### config.mk
export PLATFORM = sky130hd
export DESIGN_NAME = ols_cell
export DESIGN_NICKNAME = d
export VERILOG_FILES = /design/src/sv/ols_pkg.sv /design/src/sv/ols_cell.sv
export SDC_FILE = /design/constraint.sdc
export NUM_CORES = 1
export LEC_CHECK = 0
export BUFFER_PORTS_ARGS = -buffer_cell sky130_fd_sc_hd__buf_2
export CAP_MARGIN = 20
export CELL_PAD_IN_SITES_DETAIL_PLACEMENT = 0
export CELL_PAD_IN_SITES_GLOBAL_PLACEMENT = 1
export CORE_MARGIN = 4
export CORE_UTILIZATION = 29
export CTS_CLUSTER_SIZE = 24
export DETAILED_ROUTE_END_ITERATION = 6
export HOLD_SLACK_MARGIN = 0.08
export PLACE_DENSITY_LB_ADDON = 0.1
export SETUP_SLACK_MARGIN = 0.2
export SYNTH_ARGS = -nofsm -noshare
export SYNTH_HDL_FRONTEND = slang
export SYNTH_SLANG_ARGS = --single-unit
### constraint.sdc
create_clock -name i_clk -period 3.8 [get_ports i_clk]
set_input_delay 0.57 -clock i_clk [delete_from_list [all_inputs] [get_ports i_clk]]
set_output_delay 0.57 -clock i_clk [all_outputs]
set_load 0.01 [all_outputs]
### src/sv/ols_pkg.sv
// ols_pkg: shared types and codes for the ordered list store.
// Request and response payload structs, operation and status codes, cell operations.
// No dependencies.
package ols_pkg;

    localparam logic [2:0] KIND_APPEND     = 3'd0;
    localparam logic [2:0] KIND_INSERT_AT  = 3'd1;
    localparam logic [2:0] KIND_REMOVE_VAL = 3'd2;
    localparam logic [2:0] KIND_REMOVE_AT  = 3'd3;
    localparam logic [2:0] KIND_READ_AT    = 3'd4;
    localparam logic [2:0] KIND_FIND       = 3'd5;
    localparam logic [2:0] KIND_CLEAR      = 3'd6;

    localparam logic [1:0] STAT_OK        = 2'd0;
    localparam logic [1:0] STAT_RANGE     = 2'd1;
    localparam logic [1:0] STAT_NOT_FOUND = 2'd2;
    localparam logic [1:0] STAT_FULL      = 2'd3;

    typedef struct packed {
        logic [2:0]  kind;
        logic [6:0]  position;
        logic [31:0] value;
    } t_req;

    typedef struct packed {
        logic [1:0]  status;
        logic [5:0]  found_position;
        logic [31:0] read_value;
        logic [6:0]  entry_count;
    } t_rsp;

    typedef enum logic [2:0] {
        CELL_HOLD   = 3'd0,
        CELL_ROTATE = 3'd1,
        CELL_INSERT = 3'd2,
        CELL_DELETE = 3'd3,
        CELL_CLEAR  = 3'd4
    } t_cell_op;

endpackage

### src/sv/ols_cell.sv
// ols_cell: one list entry of the cell chain.
// Takes its left or right neighbor, the request value, or zero, per broadcast operation.
// Depends on ols_pkg.
module ols_cell #(
    parameter int INDEX     = 0,
    parameter int IW        = 6,
    parameter int ITEM_BITS = 32
) (
    input  logic                  i_clk,
    input  ols_pkg::t_cell_op     i_op,
    input  logic [IW-1:0]         i_pos,
    input  logic [ITEM_BITS-1:0]  i_value,
    input  logic [ITEM_BITS-1:0]  i_left,
    input  logic [ITEM_BITS-1:0]  i_right,
    output logic [ITEM_BITS-1:0]  o_data
);
    import ols_pkg::*;

    localparam logic [IW-1:0] INDEX_V = IW'(INDEX);

    logic [ITEM_BITS-1:0] r_data;
    logic [ITEM_BITS-1:0] n_data;

    always_comb begin
        n_data = r_data;
        unique case (i_op)
            CELL_HOLD: begin
                n_data = r_data;
            end
            CELL_ROTATE: begin
                n_data = i_right;
            end
            CELL_INSERT: begin
                if (INDEX_V > i_pos) begin
                    n_data = i_left;
                end else if (INDEX_V == i_pos) begin
                    n_data = i_value;
                end
            end
            CELL_DELETE: begin
                if (INDEX_V >= i_pos) begin
                    n_data = i_right;
                end
            end
            CELL_CLEAR: begin
                n_data = '0;
            end
            default: begin
                n_data = r_data;
            end
        endcase
    end

    always_ff @(posedge i_clk) begin
        r_data <= n_data;
    end

    assign o_data = r_data;

endmodule

==> reports/qor.yml <==
worst_setup_path:
  cpMaxStageDelayCell: "or4b_1"
  endpoint_kind: "flip-flop"
  cp_cell_sequence: "buf_2 -> or4b_1 -> o22ai_4 -> buf_12"
  critPathKind: "input pin to flip-flop"
  cp_max_fo: 36
  cpPeakStageDelay_ns: 0.65
  path_delay_family: "simple AND/OR/NAND/NOR gates"
  worst_ep_required_time_ns: 3.79
  crit_buf_inv: 2
  crit_path_start_kind: "input pin"
  crit_arrival_ns: 2.25
die:
  coreArea_um2: 6060
  die_width_um: 87.7
  fp.dieH_um: 87.7
  io_pins: 138
  rows: 28
  start_util_pct: 30.4
  die-area_um2: 7690
yosys:
  synth_seq_cells: 32
  ys_seq_area_share_pct: 52.1
  synth_edf_count: 32
  synth.distinct_cells: 13
  async_flop_share_pct: 0
  yosys-top-cells-area: "edfxtp_1 (52%), a221o_1 (17%), and2_1 (11%)"
  syn_inst: 150
  yosysTopAreaCellShare_pct: 52.1
  yosys_warnings: 0
  yosysTopAreaCell: "edfxtp_1"
  syn-num-nets: 256
  synth_common_cells: "a221o_1 (32), and2_1 (32), and3_1 (32), edfxtp_1 (32), clkbuf_1 (8)"
  ys.flop_type: "edfxtp_1"
  syn-cell-area_um2: 1840
  syn_area_per_cell_um2: 12.3
routing:
  via_per_inst: 4.90
  drt_iter0_markers: 65
  wire_per_inst_um: 15.7
  vias: 1596
  dr.pass1.iters: 4
  remaining_drc_errors: 0
  ant_nets: 0
  wl_mm: 5.12
hold_path:
  hold_path.class: "input pin to flip-flop"
sta:
  period_share_pct: 59.3
  min_period_ns: 2.25
  slew_headroom_pct: 43.8
  final_max_slew_viol_count: 0
  rsz0062_at_grt: "no"
  tns_ns: 0
  setup_viol_count_final: 0
  max_slew.worst_pin.slew_ns: 0.842
  hold_violations: 0
  fmax_mhz: 444
  worst_slack_ns: 1.55
global_route:
  grtUsageTotal_pct: 13.0
  grt_max_degree: 67
  grt_overflow: 0
  grt_first_pass_wirelength_mm: 7.73
  antenna_found_initial: 0
  grt_pass1_vias: 1592
cells_and_area:
  n_antenna_cell: 0
  nNetsFinal: 356
  drive_above_1_share_pct: 47.4
  syn_to_final_growth_pct: 36.5
  largest_register_ff_count: 32
  n_fill_cell: 621
cts:
  cts_sinks: 32
  clk_pin_slew_ns: 0.07
  cts_resized: 0
  holdBufCountCts: 0
  numCtsBuffers: 5
  cts_setup_buffers: 0
  cts_tree: "built"
  cts-htree-levels: 2
  root_buffer: "clkbuf_8"
  cts_max_path_buffers: 2
status:
  outcome: "complete, no violations"
pwr:
  vdd_drop_max_uv: 196
  p_per_area_nw_per_um2: 384
  p_leak_nw: 1.16
  p_total_mw: 0.966
placement:
  post-place-ws_ns: 1.22
  routabilityCongestion: 0.683
  numPortBuffers: 105
  place_hpwl_mm: 3.43
job:
  cap_violations: 0
-- area by class of cell --
type	count	area, um^2	area share (%)
Sequential cell	32	961	38.2
Multi-Input combinational cell	102	785	31.2
Timing Repair Buffer	109	568	22.6
Tap cell	75	93.8	3.73
Clock buffer	6	72.6	2.89
Clock inverter	2	35.0	1.39
-- routing by layer --
| metal | track usage (%) | up-vias | share of wire [%] |
|---|---|---|---|
| met4 | 4.18 | 0 | 1.1 |
| met2 | 21.6 | 67 | 47 |
| met1 | 15.3 | 719 | 42 |
| met3 | 5.27 | 6 | 10 |
| met5 | 0 | - | 0 |
| li1 | - | 804 | - |
-- cells in the final DEF (no fill, tap or decap), types with 3 or more instances in the layout --
cell type	count
a221o_1	32
edfxtp_1	32
and3_1	32
and2_1	32
clkbuf_8	5
buf_2	105
buf_4	3
-- metrics by stage --
| step | hold slack [ns] | instance area [um^2] | cells | utilization [%] |
|---|---|---|---|---|
| global placement | 0.882 | 2410 | 318 | 39.7 |
| floorplan | 0.784 | 1840 | 150 | - |
| global route | 0.584 | 2510 | 326 | 41.5 |
| CTS | 0.585 | 2510 | 326 | 41.5 |
| detailed placement | 0.884 | 2410 | 318 | 39.7 |
| finish | 0.593 | 2510 | 326 | 41.5 |
-- report_power, final --
part	total [mW]	switching, mW	leakage, nW	internal [mW]
Sequential	0.442	0.00733	0.295	0.435
Combinational	0.196	0.0985	0.814	0.0976
Clock	0.328	0.133	0.0552	0.195
Total	0.966	0.239	1.16	0.727
-- logic make-up (layout without fill, tap and decap cells) --
family	after synthesis	count (layout)	synth area share (%)
buf+inv	16	117	6.18
compound gates	34	34	18.3
xor+xnor	1	1	0.475
simple gates	67	67	22.9
flops	32	32	52.1
-- worst paths after layout --
path                    start    endpoint  cells past startpoint
hold / removal    i_right[28]  o_data[28]                      2
setup / recovery      i_op[2]  o_data[22]                      4
No activity file was read; power rests on OpenSTA's default activity.
